### src/rtl/c_source_reindenter_unit_assert.svh
// Assertion macros for the C source re-indenter.
// Used by the top level; expands to nothing when SYNTH is defined.
`ifndef C_SOURCE_REINDENTER_UNIT_ASSERT_SVH
`define C_SOURCE_REINDENTER_UNIT_ASSERT_SVH
`ifndef SYNTH
`define CSRU_ASSERT(label, clk, rst_n, prop, msg) \
	label: assert property (@(posedge clk) disable iff (!rst_n) (prop)) else $error(msg);
`define CSRU_ASSERT_NEXT(label, clk, rst_n, ante, cons, msg) \
	label: assert property (@(posedge clk) disable iff (!rst_n) (ante) |=> (cons)) \
		else $error(msg);
`else
`define CSRU_ASSERT(label, clk, rst_n, prop, msg)
`define CSRU_ASSERT_NEXT(label, clk, rst_n, ante, cons, msg)
`endif
`endif

### src/rtl/csru_pkg.sv
// Shared types and constants of the C source re-indenter.
// No dependencies; used by csru_lex and c_source_reindenter_unit.
`timescale 1ns / 1ps
`default_nettype none

package csru_pkg;

	localparam int MAX_INDENT = 15;
	localparam int IND_W      = $clog2(MAX_INDENT + 1);
	localparam int CNT_W      = (IND_W > 3) ? IND_W : 3;

	localparam logic [7:0] CH_HASH   = 8'h23;
	localparam logic [7:0] CH_LBRACE = 8'h7B;
	localparam logic [7:0] CH_RBRACE = 8'h7D;
	localparam logic [7:0] CH_SLASH  = 8'h2F;
	localparam logic [7:0] CH_STAR   = 8'h2A;
	localparam logic [7:0] CH_TAB    = 8'h09;
	localparam logic [7:0] CH_DQUOTE = 8'h22;
	localparam logic [7:0] CH_SQUOTE = 8'h27;
	localparam logic [7:0] CH_NL     = 8'h0A;
	localparam logic [7:0] CH_CR     = 8'h0D;
	localparam logic [7:0] CH_SPACE  = 8'h20;

	typedef enum logic [2:0] {
		MODE_LINE      = 3'd0,
		MODE_DIRECTIVE = 3'd1,
		MODE_NORMAL    = 3'd2,
		MODE_CMT_OPEN  = 3'd3,
		MODE_CMT_BODY  = 3'd4,
		MODE_CMT_TAIL  = 3'd5,
		MODE_STRING    = 3'd6
	} mode_t;

	// One run: up to four leading characters, a run of tabs, up to two trailing ones.
	typedef struct packed {
		logic [3:0][7:0]  pre;
		logic [2:0]       npre;
		logic [IND_W-1:0] ntab;
		logic [1:0][7:0]  post;
		logic [1:0]       npost;
		logic             brace_open;
		logic             brace_close;
	} plan_t;

	typedef enum logic [2:0] {
		ST_IDLE,
		ST_EMPTY,
		ST_PRE,
		ST_TAB,
		ST_POST
	} seq_t;

endpackage

`default_nettype wire

### src/rtl/c_source_reindenter_unit.sv
// An accepted character loads the run registers; its output leaves via the output register.
// Each item, N output transactions (1..21), is emitted fully before the next; the single emit
//   sequencer with its shared down-counter hands out one character per cycle unless stalled.
// s_tready is high only while the sequencer is idle; output back-pressure stretches a run.
// Reset (arst_n low, asynchronous): line start mode, indent 0, brace counters 0, no output.
`timescale 1ns / 1ps
`default_nettype none
`include "c_source_reindenter_unit_assert.svh"

module c_source_reindenter_unit (
	input  wire logic        clk,
	input  wire logic        arst_n,
	input  wire logic        s_tvalid,
	output logic             s_tready,
	input  wire logic [7:0]  s_tdata,   // [7:0] in_char
	output logic             m_tvalid,
	input  wire logic        m_tready,
	output logic [15:0]      m_tdata,   // [7:0] out_char, [8] brace_mismatch,
	                                    // [9] comment_open, [15:10] zero
	output logic             m_tlast,   // last_in_run
	output logic             m_tuser    // char_valid
);

	localparam logic [31:0] CNT_MAX = '1;

	// Lexer and brace state, updated at the transaction that takes a character in.
	csru_pkg::mode_t            mode_q;
	logic [csru_pkg::IND_W-1:0] indent_q;
	logic [31:0]                open_cnt_q;
	logic [31:0]                close_cnt_q;

	// Run being emitted.
	csru_pkg::seq_t             state_q, state_d;
	logic [3:0][7:0]            pre_q;
	logic [1:0][7:0]            post_q;
	logic [csru_pkg::IND_W-1:0] ntab_q;
	logic [1:0]                 npost_q;
	logic [csru_pkg::CNT_W-1:0] cnt_q;

	// Output register.
	logic                       m_valid_q;
	logic [7:0]                 m_char_q;
	logic                       m_cv_q;
	logic                       m_last_q;
	logic                       m_mis_q;
	logic                       m_cmt_q;

	csru_pkg::plan_t            plan;
	csru_pkg::mode_t            next_mode;

	logic                       acc;
	logic                       emit;
	logic                       phase_end;
	logic                       has_tab;
	logic                       has_post;
	logic [csru_pkg::CNT_W-1:0] cnt_dec;
	logic [csru_pkg::CNT_W-1:0] cnt_nxt;
	logic [csru_pkg::CNT_W-1:0] cnt_first;
	logic [7:0]                 emit_char;
	logic                       emit_cv;
	logic                       emit_last;
	logic                       mismatch;
	logic                       cmt_open;

	csru_lex u_lex (
		.mode      (mode_q),
		.indent    (indent_q),
		.in_char   (s_tdata),
		.plan      (plan),
		.next_mode (next_mode)
	);

	assign s_tready = (state_q == csru_pkg::ST_IDLE);
	assign acc      = s_tvalid && s_tready;
	assign emit     = (state_q != csru_pkg::ST_IDLE) && (!m_valid_q || m_tready);

	assign has_tab   = (ntab_q != '0);
	assign has_post  = (npost_q != 2'd0);
	assign cnt_dec   = cnt_q - 1'b1;
	assign phase_end = (cnt_q == csru_pkg::CNT_W'(1));

	// Flags reflect the state after the current character was taken in.
	assign mismatch = (open_cnt_q != close_cnt_q);
	assign cmt_open = (mode_q == csru_pkg::MODE_CMT_OPEN) ||
		(mode_q == csru_pkg::MODE_CMT_BODY) || (mode_q == csru_pkg::MODE_CMT_TAIL);

	// First nonempty phase of a new run and its length.
	always_comb begin
		if (plan.npre != 3'd0) begin
			cnt_first = csru_pkg::CNT_W'(plan.npre);
		end else if (plan.ntab != '0) begin
			cnt_first = csru_pkg::CNT_W'(plan.ntab);
		end else if (plan.npost != 2'd0) begin
			cnt_first = csru_pkg::CNT_W'(plan.npost);
		end else begin
			cnt_first = csru_pkg::CNT_W'(1);
		end
	end

	// Next state of the emit sequencer.
	always_comb begin
		state_d = state_q;
		unique case (state_q)
			csru_pkg::ST_IDLE: begin
				if (acc) begin
					if (plan.npre != 3'd0) begin
						state_d = csru_pkg::ST_PRE;
					end else if (plan.ntab != '0) begin
						state_d = csru_pkg::ST_TAB;
					end else if (plan.npost != 2'd0) begin
						state_d = csru_pkg::ST_POST;
					end else begin
						state_d = csru_pkg::ST_EMPTY;
					end
				end
			end
			csru_pkg::ST_EMPTY: begin
				if (emit) begin
					state_d = csru_pkg::ST_IDLE;
				end
			end
			csru_pkg::ST_PRE: begin
				if (emit && phase_end) begin
					if (has_tab) begin
						state_d = csru_pkg::ST_TAB;
					end else if (has_post) begin
						state_d = csru_pkg::ST_POST;
					end else begin
						state_d = csru_pkg::ST_IDLE;
					end
				end
			end
			csru_pkg::ST_TAB: begin
				if (emit && phase_end) begin
					state_d = has_post ? csru_pkg::ST_POST : csru_pkg::ST_IDLE;
				end
			end
			csru_pkg::ST_POST: begin
				if (emit && phase_end) begin
					state_d = csru_pkg::ST_IDLE;
				end
			end
			default: begin
				state_d = csru_pkg::ST_IDLE;
			end
		endcase
	end

	// Sequencer outputs: the character of this cycle and the counter reload.
	always_comb begin
		emit_char = 8'h00;
		emit_cv   = 1'b1;
		emit_last = 1'b0;
		cnt_nxt   = cnt_dec;
		unique case (state_q)
			csru_pkg::ST_EMPTY: begin
				emit_cv   = 1'b0;
				emit_last = 1'b1;
			end
			csru_pkg::ST_PRE: begin
				emit_char = pre_q[0];
				if (phase_end) begin
					if (has_tab) begin
						cnt_nxt = csru_pkg::CNT_W'(ntab_q);
					end else if (has_post) begin
						cnt_nxt = csru_pkg::CNT_W'(npost_q);
					end else begin
						emit_last = 1'b1;
					end
				end
			end
			csru_pkg::ST_TAB: begin
				emit_char = csru_pkg::CH_TAB;
				if (phase_end) begin
					if (has_post) begin
						cnt_nxt = csru_pkg::CNT_W'(npost_q);
					end else begin
						emit_last = 1'b1;
					end
				end
			end
			csru_pkg::ST_POST: begin
				emit_char = post_q[0];
				emit_last = phase_end;
			end
			default: begin
				emit_cv = 1'b0;
			end
		endcase
	end

	always_ff @(posedge clk or negedge arst_n) begin
		if (!arst_n) begin
			state_q <= csru_pkg::ST_IDLE;
		end else begin
			state_q <= state_d;
		end
	end

	// Lexer state and saturating brace bookkeeping.
	always_ff @(posedge clk or negedge arst_n) begin
		if (!arst_n) begin
			mode_q      <= csru_pkg::MODE_LINE;
			indent_q    <= '0;
			open_cnt_q  <= '0;
			close_cnt_q <= '0;
		end else if (acc) begin
			mode_q <= next_mode;
			if (plan.brace_open) begin
				if (open_cnt_q != CNT_MAX) begin
					open_cnt_q <= open_cnt_q + 32'd1;
				end
				if (indent_q < csru_pkg::IND_W'(csru_pkg::MAX_INDENT)) begin
					indent_q <= indent_q + 1'b1;
				end
			end
			if (plan.brace_close) begin
				if (close_cnt_q != CNT_MAX) begin
					close_cnt_q <= close_cnt_q + 32'd1;
				end
				if (indent_q != '0) begin
					indent_q <= indent_q - 1'b1;
				end
			end
		end
	end

	// Run payload: load on a new character, shift out as characters leave.
	always_ff @(posedge clk) begin
		if (acc) begin
			pre_q   <= plan.pre;
			post_q  <= plan.post;
			ntab_q  <= plan.ntab;
			npost_q <= plan.npost;
			cnt_q   <= cnt_first;
		end else if (emit) begin
			cnt_q <= cnt_nxt;
			if (state_q == csru_pkg::ST_PRE) begin
				pre_q <= {8'h00, pre_q[3:1]};
			end
			if (state_q == csru_pkg::ST_POST) begin
				post_q <= {8'h00, post_q[1]};
			end
		end
	end

	// Output register: hold while the sink stalls, drop valid once taken.
	always_ff @(posedge clk or negedge arst_n) begin
		if (!arst_n) begin
			m_valid_q <= 1'b0;
		end else if (emit) begin
			m_valid_q <= 1'b1;
		end else if (m_tready) begin
			m_valid_q <= 1'b0;
		end
	end

	always_ff @(posedge clk) begin
		if (emit) begin
			m_char_q <= emit_char;
			m_cv_q   <= emit_cv;
			m_last_q <= emit_last;
			m_mis_q  <= mismatch;
			m_cmt_q  <= cmt_open;
		end
	end

	assign m_tvalid = m_valid_q;
	assign m_tdata  = {6'b0, m_cmt_q, m_mis_q, m_char_q};
	assign m_tlast  = m_last_q;
	assign m_tuser  = m_cv_q;

	// Every accepted character starts a run, so the input closes the next cycle.
	`CSRU_ASSERT_NEXT(a_busy_after_accept, clk, arst_n, acc, !s_tready,
		"input still ready after a character was accepted")
	// An empty run is always a single, final transaction.
	`CSRU_ASSERT(a_empty_is_last, clk, arst_n, !m_tvalid || m_tuser || m_tlast,
		"empty output transaction without last flag")
	// Indent depth stays within its bound.
	`CSRU_ASSERT(a_indent_bound, clk, arst_n,
		indent_q <= csru_pkg::IND_W'(csru_pkg::MAX_INDENT), "indent depth beyond maximum")
	// Brace counters only move at an input transaction.
	`CSRU_ASSERT_NEXT(a_cnt_hold, clk, arst_n, !acc,
		$stable(open_cnt_q) && $stable(close_cnt_q), "brace counter moved without input")

endmodule

`default_nettype wire

### src/rtl/csru_lex.sv
// Lexer decode: maps mode, indent depth and one character to a run plan and next mode.
// Depends on csru_pkg.
`timescale 1ns / 1ps
`default_nettype none

module csru_lex (
	input  wire csru_pkg::mode_t        mode,
	input  wire logic [csru_pkg::IND_W-1:0] indent,
	input  wire logic [7:0]             in_char,
	output csru_pkg::plan_t             plan,
	output csru_pkg::mode_t             next_mode
);

	logic [csru_pkg::IND_W-1:0] tab_close;
	logic                       is_quote;
	logic                       is_blank;

	assign tab_close = (indent == '0) ? '0 : indent - 1'b1;
	assign is_quote  = (in_char == csru_pkg::CH_SQUOTE) || (in_char == csru_pkg::CH_DQUOTE);
	assign is_blank  = (in_char == csru_pkg::CH_SPACE) || (in_char == csru_pkg::CH_TAB) ||
		(in_char == csru_pkg::CH_NL) || (in_char == csru_pkg::CH_CR);

	always_comb begin
		plan      = '0;
		next_mode = mode;
		unique case (mode)
			csru_pkg::MODE_DIRECTIVE: begin
				plan.pre[0] = in_char;
				plan.npre   = 3'd1;
				if (in_char == csru_pkg::CH_NL) begin
					next_mode = csru_pkg::MODE_LINE;
				end
			end
			csru_pkg::MODE_NORMAL: begin
				if (in_char == csru_pkg::CH_LBRACE) begin
					plan.pre[0]     = csru_pkg::CH_NL;
					plan.npre       = 3'd1;
					plan.ntab       = indent;
					plan.post[0]    = csru_pkg::CH_LBRACE;
					plan.post[1]    = csru_pkg::CH_NL;
					plan.npost      = 2'd2;
					plan.brace_open = 1'b1;
					next_mode       = csru_pkg::MODE_LINE;
				end else if (in_char == csru_pkg::CH_RBRACE) begin
					plan.pre[0]      = csru_pkg::CH_NL;
					plan.npre        = 3'd1;
					plan.ntab        = tab_close;
					plan.post[0]     = csru_pkg::CH_RBRACE;
					plan.post[1]     = csru_pkg::CH_NL;
					plan.npost       = 2'd2;
					plan.brace_close = 1'b1;
					next_mode        = csru_pkg::MODE_LINE;
				end else if (is_quote) begin
					plan.pre[0] = in_char;
					plan.npre   = 3'd1;
					next_mode   = csru_pkg::MODE_STRING;
				end else if (in_char == csru_pkg::CH_SLASH) begin
					plan.pre[0]  = csru_pkg::CH_NL;
					plan.npre    = 3'd1;
					plan.ntab    = indent;
					plan.post[0] = in_char;
					plan.npost   = 2'd1;
					next_mode    = csru_pkg::MODE_CMT_OPEN;
				end else if (in_char == csru_pkg::CH_NL) begin
					plan.pre[0] = csru_pkg::CH_NL;
					plan.npre   = 3'd1;
					next_mode   = csru_pkg::MODE_LINE;
				end else begin
					plan.pre[0] = in_char;
					plan.npre   = 3'd1;
				end
			end
			csru_pkg::MODE_CMT_OPEN: begin
				plan.pre[0] = in_char;
				plan.npre   = 3'd1;
				next_mode   = (in_char == csru_pkg::CH_STAR) ? csru_pkg::MODE_CMT_BODY :
					csru_pkg::MODE_NORMAL;
			end
			csru_pkg::MODE_CMT_BODY: begin
				// skip blanks until the comment text starts
				if (!is_blank) begin
					plan.pre[0] = csru_pkg::CH_SPACE;
					plan.pre[1] = in_char;
					plan.npre   = 3'd2;
					next_mode   = csru_pkg::MODE_CMT_TAIL;
				end
			end
			csru_pkg::MODE_CMT_TAIL: begin
				if ((in_char == csru_pkg::CH_NL) || (in_char == csru_pkg::CH_CR)) begin
					// close the comment here and reopen it on the next line
					plan.pre[0]  = csru_pkg::CH_SPACE;
					plan.pre[1]  = csru_pkg::CH_STAR;
					plan.pre[2]  = csru_pkg::CH_SLASH;
					plan.pre[3]  = csru_pkg::CH_NL;
					plan.npre    = 3'd4;
					plan.ntab    = indent;
					plan.post[0] = csru_pkg::CH_SLASH;
					plan.post[1] = csru_pkg::CH_STAR;
					plan.npost   = 2'd2;
					next_mode    = csru_pkg::MODE_CMT_BODY;
				end else if (in_char == csru_pkg::CH_SLASH) begin
					plan.pre[0] = in_char;
					plan.pre[1] = csru_pkg::CH_NL;
					plan.npre   = 3'd2;
					next_mode   = csru_pkg::MODE_LINE;
				end else begin
					plan.pre[0] = in_char;
					plan.npre   = 3'd1;
				end
			end
			csru_pkg::MODE_STRING: begin
				plan.pre[0] = in_char;
				plan.npre   = 3'd1;
				if (is_quote) begin
					next_mode = csru_pkg::MODE_NORMAL;
				end
			end
			default: begin
				// line start; an unused code behaves the same
				next_mode = csru_pkg::MODE_LINE;
				if ((in_char == csru_pkg::CH_SPACE) || (in_char == csru_pkg::CH_TAB) ||
					(in_char == csru_pkg::CH_NL)) begin
					plan = '0;
				end else if (in_char == csru_pkg::CH_HASH) begin
					plan.pre[0] = in_char;
					plan.npre   = 3'd1;
					next_mode   = csru_pkg::MODE_DIRECTIVE;
				end else if (in_char == csru_pkg::CH_LBRACE) begin
					plan.ntab       = indent;
					plan.post[0]    = csru_pkg::CH_LBRACE;
					plan.post[1]    = csru_pkg::CH_NL;
					plan.npost      = 2'd2;
					plan.brace_open = 1'b1;
				end else if (in_char == csru_pkg::CH_RBRACE) begin
					plan.ntab        = tab_close;
					plan.post[0]     = csru_pkg::CH_RBRACE;
					plan.post[1]     = csru_pkg::CH_NL;
					plan.npost       = 2'd2;
					plan.brace_close = 1'b1;
				end else if (in_char == csru_pkg::CH_SLASH) begin
					plan.ntab    = indent;
					plan.post[0] = in_char;
					plan.npost   = 2'd1;
					next_mode    = csru_pkg::MODE_CMT_OPEN;
				end else begin
					plan.ntab    = indent;
					plan.post[0] = in_char;
					plan.npost   = 2'd1;
					next_mode    = csru_pkg::MODE_NORMAL;
				end
			end
		endcase
	end

endmodule

`default_nettype wire
### config.mk
export PLATFORM = sky130hd
export DESIGN_NAME = c_source_reindenter_unit
export DESIGN_NICKNAME = d
export VERILOG_FILES = /design/src/rtl/csru_pkg.sv /design/src/rtl/c_source_reindenter_unit.sv /design/src/rtl/csru_lex.sv
export VERILOG_INCLUDE_DIRS = /design/src /design/src/rtl
export SDC_FILE = /design/constraint.sdc
export NUM_CORES = 1
export LEC_CHECK = 0
export ABC_AREA = 1
export BUFFER_PORTS_ARGS = -buffer_cell sky130_fd_sc_hd__buf_2
export CORE_ASPECT_RATIO = 1.2
export CORE_MARGIN = 8
export CORE_UTILIZATION = 57
export DETAILED_ROUTE_END_ITERATION = 10
export PLACE_DENSITY = 0.77
export SYNTH_ARGS = -nofsm -noshare
export SYNTH_HDL_FRONTEND = slang
export SYNTH_SLANG_ARGS = --single-unit
export TNS_END_PERCENT = 20
### constraint.sdc
create_clock -name clk -period 2.5 [get_ports clk]
set_clock_uncertainty 0.05 [all_clocks]
set_input_delay 0.5 -clock clk [delete_from_list [all_inputs] [get_ports clk]]
set_output_delay 0.5 -clock clk [all_outputs]
set_load 0.02 [all_outputs]
# Word-level counts from Yosys, hierarchy flattened
# Cells that the tools add are included.
# op_classes
magnitude_cmp	1
n_eq_ne	33
shift	0
div_mod_pow	0
n_bitwise	0
multipliers	0
muxes	88
reduce_logical	35
add_sub_neg	5
# op_table
operator	count
two-way mux 32 bit	3
two-way mux 4 bit	18
two-way mux 3 bit	23
one-hot mux 22 bit (3 select lines)	1
adder 32 x 1 -> 32 bit, second input constant	2
inequality test 32 bit, second input constant	2
== test 8 x 6 -> 1 bit, second input constant	6
two-way mux 16 bit	3
two-way mux 11 bit	4
two-way mux 22 bit	2
one-hot mux 11 bit (4 select lines)	1
two-way mux 10 bit	4
two-way mux 35 bit	1
two-way mux 33 bit	1
inequality test 32 bit	1
== test 8 x 4 -> 1 bit, second input constant	3
two-way mux 12 bit	2
two-way mux 24 bit	1
one-hot mux 8 bit (3 select lines)	1
two-way mux 19 bit	1
one-hot mux 3 bit (6 select lines)	1
two-way mux 17 bit	1
== test 8 x 7 -> 1 bit, second input constant	2
one-hot mux 8 bit (2 select lines)	1
32 further kinds	77
# totals
in_bits	12
rom_bits	0
word_cells	182
reg_bits	145
ram_bits	0
out_inout_bits	20
mem_count	0
latch_bits	0

# Depth between registers and ports, before layout
# logic_depth
ltp_word	13
ltp_mapped	15
mapped_depth_nobuf	15

# Cells and area by module
# A second synthesis with hierarchy kept.
# unflattened
hier_cells	1480
hier_area_um2	9910.8
# by_module_without_submodules
mod	cells_each	area_per_inst_um2	instances	seq_area_each_um2
c_source_reindenter_unit	1237	8708.4	1	3978.8
csru_lex	243	1202.4	1	0.0

# Least setup slack after synthesis
# No wires, ideal clock.
# synth_timing
kind	reg-to-reg
startpoint	register state_q[0]
endpoint	register pre_q[0] in the netlist's numbering, enable pin
stages_incl_launch_ff	4
path_slack_ns	-0.159
setup_time_ns	0.421
t_arrival_ns	2.187
period_less_slack_ns	2.659
required_time_ns	2.029
cell_sequence	dfrtp_1 nor3_1 inv_1 o21ai_0
# synth_via
elab_chain_cells	4
elab_cells_between_ends	8
classes_between	eq/ne: 1; reduce/logical: 7
# synth_lines
element	line	source
from (decl)	c_source_reindenter_unit.sv:33	csru_pkg::seq_t state_q, state_d;
from (signal assigned)	c_source_reindenter_unit.sv:194	state_q <= csru_pkg::ST_IDLE;
from (signal assigned)	c_source_reindenter_unit.sv:196	state_q <= state_d;
zero test 3 bit / nonzero test 3 bit (equally long branches)	c_source_reindenter_unit.sv:73, c_source_reindenter_unit.sv:75	
logical AND 1 bit, on equally long branches	c_source_reindenter_unit.sv:74, c_source_reindenter_unit.sv:75	
nonzero test 2 bit (no line)	n/a	
AND reduction 2 bit (no line) *	n/a	
to (signal assigned)	c_source_reindenter_unit.sv:231	pre_q <= plan.pre;
to (signal assigned)	c_source_reindenter_unit.sv:239	pre_q <= {8'h00, pre_q[3:1]};
to (decl)	c_source_reindenter_unit.sv:34	logic [3:0][7:0] pre_q;
# Every way passes the cells marked *; elsewhere a longest branch is shown, timed or not.
# A chain may end at the register's enable or synchronous reset.

==> results.txt <==
----------------------------------------------------
[Outcome]
  Outcome ... finished clean

[Job]
  Number of max-capacitance violations reported ... 0

[Die]
  Area inside the core boundary ... 14200 µm²
  Overall die height ... 147 µm
  Count of boundary I/O pins ... 32
  Die boundary width ... 125 µm
  Overall die area ... 18400 µm²
  Number of standard-cell rows in the floorplan ... 48
  Initial Util ... 0.574

[Place]
  Post-detailed-placement half-perimeter wirelength ... 17300 µm
  Routability Congestion ... 0.958
  Post-Place Setup Slack ... 0.148 ns
  Port buffer count ... 25

[Clocking]
  Clock sink count ... 126
  Number of post-CTS setup repair buffers ... 0
  Clock latency reported for the late side of the worst-skew pair ... 0.44 ns
  Clock-pin slew on the worst setup and hold paths ... 0.07 ns
  H-tree Lvls ... 4
  Root buffer cell ... sky130_fd_sc_hd__clkbuf_16
  Number of buffers created by CTS ... 17
  Clock tree from TritonCTS ... built
  Longest Clk Path Bufs ... 2

[Timing]
  Final Critical Period ... 2.20 ns
  Max-slew violation count ... 0
  Highest clock frequency the design can meet ... 454 MHz
  Total negative slack for setup checks ... 0 ns
  Worst slew slack as a fraction of its limit ... 0.522
  Number of hold-slack violations in the final timing report ... 0
  # setup viols final ... 0
  Post-route clock period utilization ... 0.881
  Unrepaired setup endpoints after global routing ... false
  Worst Setup Slack, final ... 0.296 ns
  Worst Max-Slew Pin Slew ... 0.709 ns

[Power and ir drop]
  Final Power ... 8.09 mW
  Maximum vdd ir drop ... 669 µV
  Power density relative to cell area ... 891 nW/µm²
  Lkg Pwr ... 4.23 nW

[Setup path]
  Startpoint class of the critical path ... flip-flop
  Endpoint arrival time on the critical path ... 2.33 ns
  Crit. End Element ... flip-flop
  Required time of the worst setup path ... 2.62 ns
  Critical path class ... reg2reg
  Worst-path maximum fanout ... 6

[Detailed routing]
  Detailed-routing wirelength on met1 ... 8560 µm
  Drt via density ... 5.72
  DR WL met2 ... 11400 µm
  First-iteration detailed-routing DRC count ... 575
  DRT Pass-1 Iters ... 5
  Antenna-violating nets left ... 0
  Top metal layer carrying routed signals ... met4
  Met3 wirelength from detailed routing ... 943 µm
  Number of design rule violations left after detail routing ... 0
  Drt total wl ... 22100 µm
  Final routed wire length divided by cell count ... 17.2 µm
  Via count ... 7356

[Finish]
  Total area of multi-input combinational cells ... 4110 µm²
  Register cell area after layout ... 3410 µm²
  Fraction of final layout cells with drive strength greater than 1 ... 0.110
  Share of the core filled with cells ... 0.641
  Total Nets Final ... 1116
  Signed area change from the synthesized netlist to the final layout ... 11.6%
  Fill count ... 1255
  Antenna cell count ... 0

[Synthesis]
  Post-Synthesis Mean Instance Area ... 7.70 µm²
  Yosys warns ... 0
  Distinct cell type count after synthesis ... 50
  Number of instances in the synthesized netlist ... 1057
  Post-synth design cell area ... 8140 µm²
  EDFF count, synth ... 51
  Share of synthesized registers carrying an async set or reset ... 0.595
  Most used DFF post-synth ... sky130_fd_sc_hd__dfrtp_1
  Register area share after synthesis ... 0.419
  Number of register bits inferred by synthesis ... 126

[Hold path]
  Worst min-delay path class ... in2reg

[Global routing]
  Number of global-route vias before repair ... 7317
  Leftover overflow at the end of global routing ... 0
  Wire length of the first global-routing pass ... 36000 µm
  GRT Util Overall ... 0.247
  Initial antenna violation count ... 0
  Maximum number of pins on one net before global-route repair ... 57

----------------------------------------------------
-- worst paths after layout --
kind                                             start                           to  slack (ns)  depth (start not counted)
max                            indent_q[0]$_DFFE_PN0P_           cnt_q[1]$_DFFE_PP_        0.30                         12
min                                           m_tready         m_tvalid$_DFFE_PN0P_        0.23                          2
max reg2reg                    indent_q[0]$_DFFE_PN0P_           cnt_q[1]$_DFFE_PP_        0.30                         12
min reg2reg                close_cnt_q[18]$_DFFE_PN0P_  close_cnt_q[18]$_DFFE_PN0P_        0.47                          1
max in group asynchronous                       arst_n    open_cnt_q[7]$_DFFE_PN0P_        1.36                          3
min in group asynchronous                       arst_n  close_cnt_q[13]$_DFFE_PN0P_        0.44                          2
-- registers in the layout, indices dropped and copies added, names as in the netlist --
name and cells:
npost_q 2, close_cnt_q 32, pre_q 19, ntab_q 4, mode_q 3, m_tvalid 1, indent_q 4, open_cnt_q 32
m_tlast 1, m_tuser 1, state_q 3, m_mis_q 1, m_cmt_q 1, cnt_q 4, post_q 10, m_char_q 8
-- cell usage after synthesis (all sizes together), types with 5 or more instances --
master   number  area share
nand2       294        0.14
inv         125       0.058
nor2        111       0.063
dfrtp        75        0.23
nand3        59       0.039
xor2         57       0.061
o21ai        56       0.034
edfxtp       51        0.19
nor3         44       0.027
nand4        38       0.029
a21oi        26       0.016
xnor2        25       0.027
buf          17       0.014
nor4         16       0.012
clkbuf       10      0.0051
a22o          6      0.0065
ha            6      0.0092
o211ai        6      0.0055
o2111ai       5      0.0054
or2           5      0.0038
-- layout by cell type, fill, tap and decap left out, types with 3 or more instances in the layout --
cell type	count
sky130_fd_sc_hd__a22oi_1	3
sky130_fd_sc_hd__or2_2	4
sky130_fd_sc_hd__nand2_1	284
sky130_fd_sc_hd__clkinv_4	3
sky130_fd_sc_hd__buf_4	17
sky130_fd_sc_hd__xor2_1	57
sky130_fd_sc_hd__nor2_1	96
sky130_fd_sc_hd__buf_2	24
sky130_fd_sc_hd__inv_8	6
sky130_fd_sc_hd__nor3_1	44
sky130_fd_sc_hd__a21oi_1	25
sky130_fd_sc_hd__xnor2_1	25
sky130_fd_sc_hd__nor4_1	16
sky130_fd_sc_hd__conb_1	6
sky130_fd_sc_hd__nor2_4	7
sky130_fd_sc_hd__clkbuf_16	17
sky130_fd_sc_hd__o21ai_0	40
sky130_fd_sc_hd__inv_6	4
sky130_fd_sc_hd__inv_1	113
sky130_fd_sc_hd__nand4_1	38
sky130_fd_sc_hd__nor3b_1	3
sky130_fd_sc_hd__nor2_2	6
sky130_fd_sc_hd__a22o_1	6
sky130_fd_sc_hd__nand3_1	56
sky130_fd_sc_hd__o21ai_1	16
sky130_fd_sc_hd__inv_2	10
sky130_fd_sc_hd__nand2_2	8
sky130_fd_sc_hd__edfxtp_1	51
sky130_fd_sc_hd__ha_1	6
sky130_fd_sc_hd__o211ai_1	6
sky130_fd_sc_hd__a31oi_1	4
sky130_fd_sc_hd__o2111ai_1	5
sky130_fd_sc_hd__dfrtp_1	75
-- power by group --
group	leakage, nW	internal [mW]	switching [mW]
clock network	0.280	1.32	1.07
logic	2.59	0.803	1.82
registers	1.36	2.81	0.268
total	4.23	4.94	3.16
-- cells by family after synthesis --
group                    synth area share
AO/OA/AOI/OAI                      0.0833
other                            0.000461
AND/OR/NAND/NOR                     0.321
buffers and inverters              0.0786
XOR/XNOR                           0.0882
flip-flops                          0.419
adder cells (fa/ha/maj)           0.00922
-- layer usage --
layer,GRT usage,up-vias
met5,0,-
met4,0.162,0
met3,0.0428,92
met2,0.446,261
met1,0.259,3428
li1,-,3575
-- final cells by class --
| cell class | instances | area share |
|---|---|---|
| Multi-Input combinational cell | 782 | 0.452 |
| Sequential cell | 126 | 0.375 |
| Inverter | 127 | 0.0530 |
| Clock buffer | 17 | 0.0468 |
| Timing Repair Buffer | 44 | 0.0328 |
| Tap cell | 175 | 0.0241 |
| Clock inverter | 15 | 0.0156 |
-- timing repair --
item | CTS | global route
endpoints found under the hold margin | 19 | 0
resized for setup | 0 | 0
hold buffers | 1 | 0
-- stage by stage --
stage          cell area, µm²  cells  hold WS, ns
3_3_place_gp             8510   1253        0.349
3_5_place_dp             8510   1253        0.351
6_report                 9080   1286        0.226
2_1_floorplan            8160   1062        0.154
4_1_cts                  9080   1286        0.225
5_1_grt                  9080   1286        0.244
-- worst max-delay path: stages, from the launching register on --
cell and delay, ns:
sky130_fd_sc_hd__dfrtp_1 0.44, sky130_fd_sc_hd__inv_1 0.15, sky130_fd_sc_hd__ha_1 0.25, sky130_fd_sc_hd__nand2_1 0.13, sky130_fd_sc_hd__inv_1 0.09, sky130_fd_sc_hd__nor2_1 0.17, sky130_fd_sc_hd__nand2_1 0.07, sky130_fd_sc_hd__o21ai_0 0.07
sky130_fd_sc_hd__nand2_1 0.11, sky130_fd_sc_hd__nand2_1 0.15, sky130_fd_sc_hd__nor2_2 0.07, sky130_fd_sc_hd__nand3_1 0.10, sky130_fd_sc_hd__o21ai_0 0.08
(Power assumes the default switching activity.)
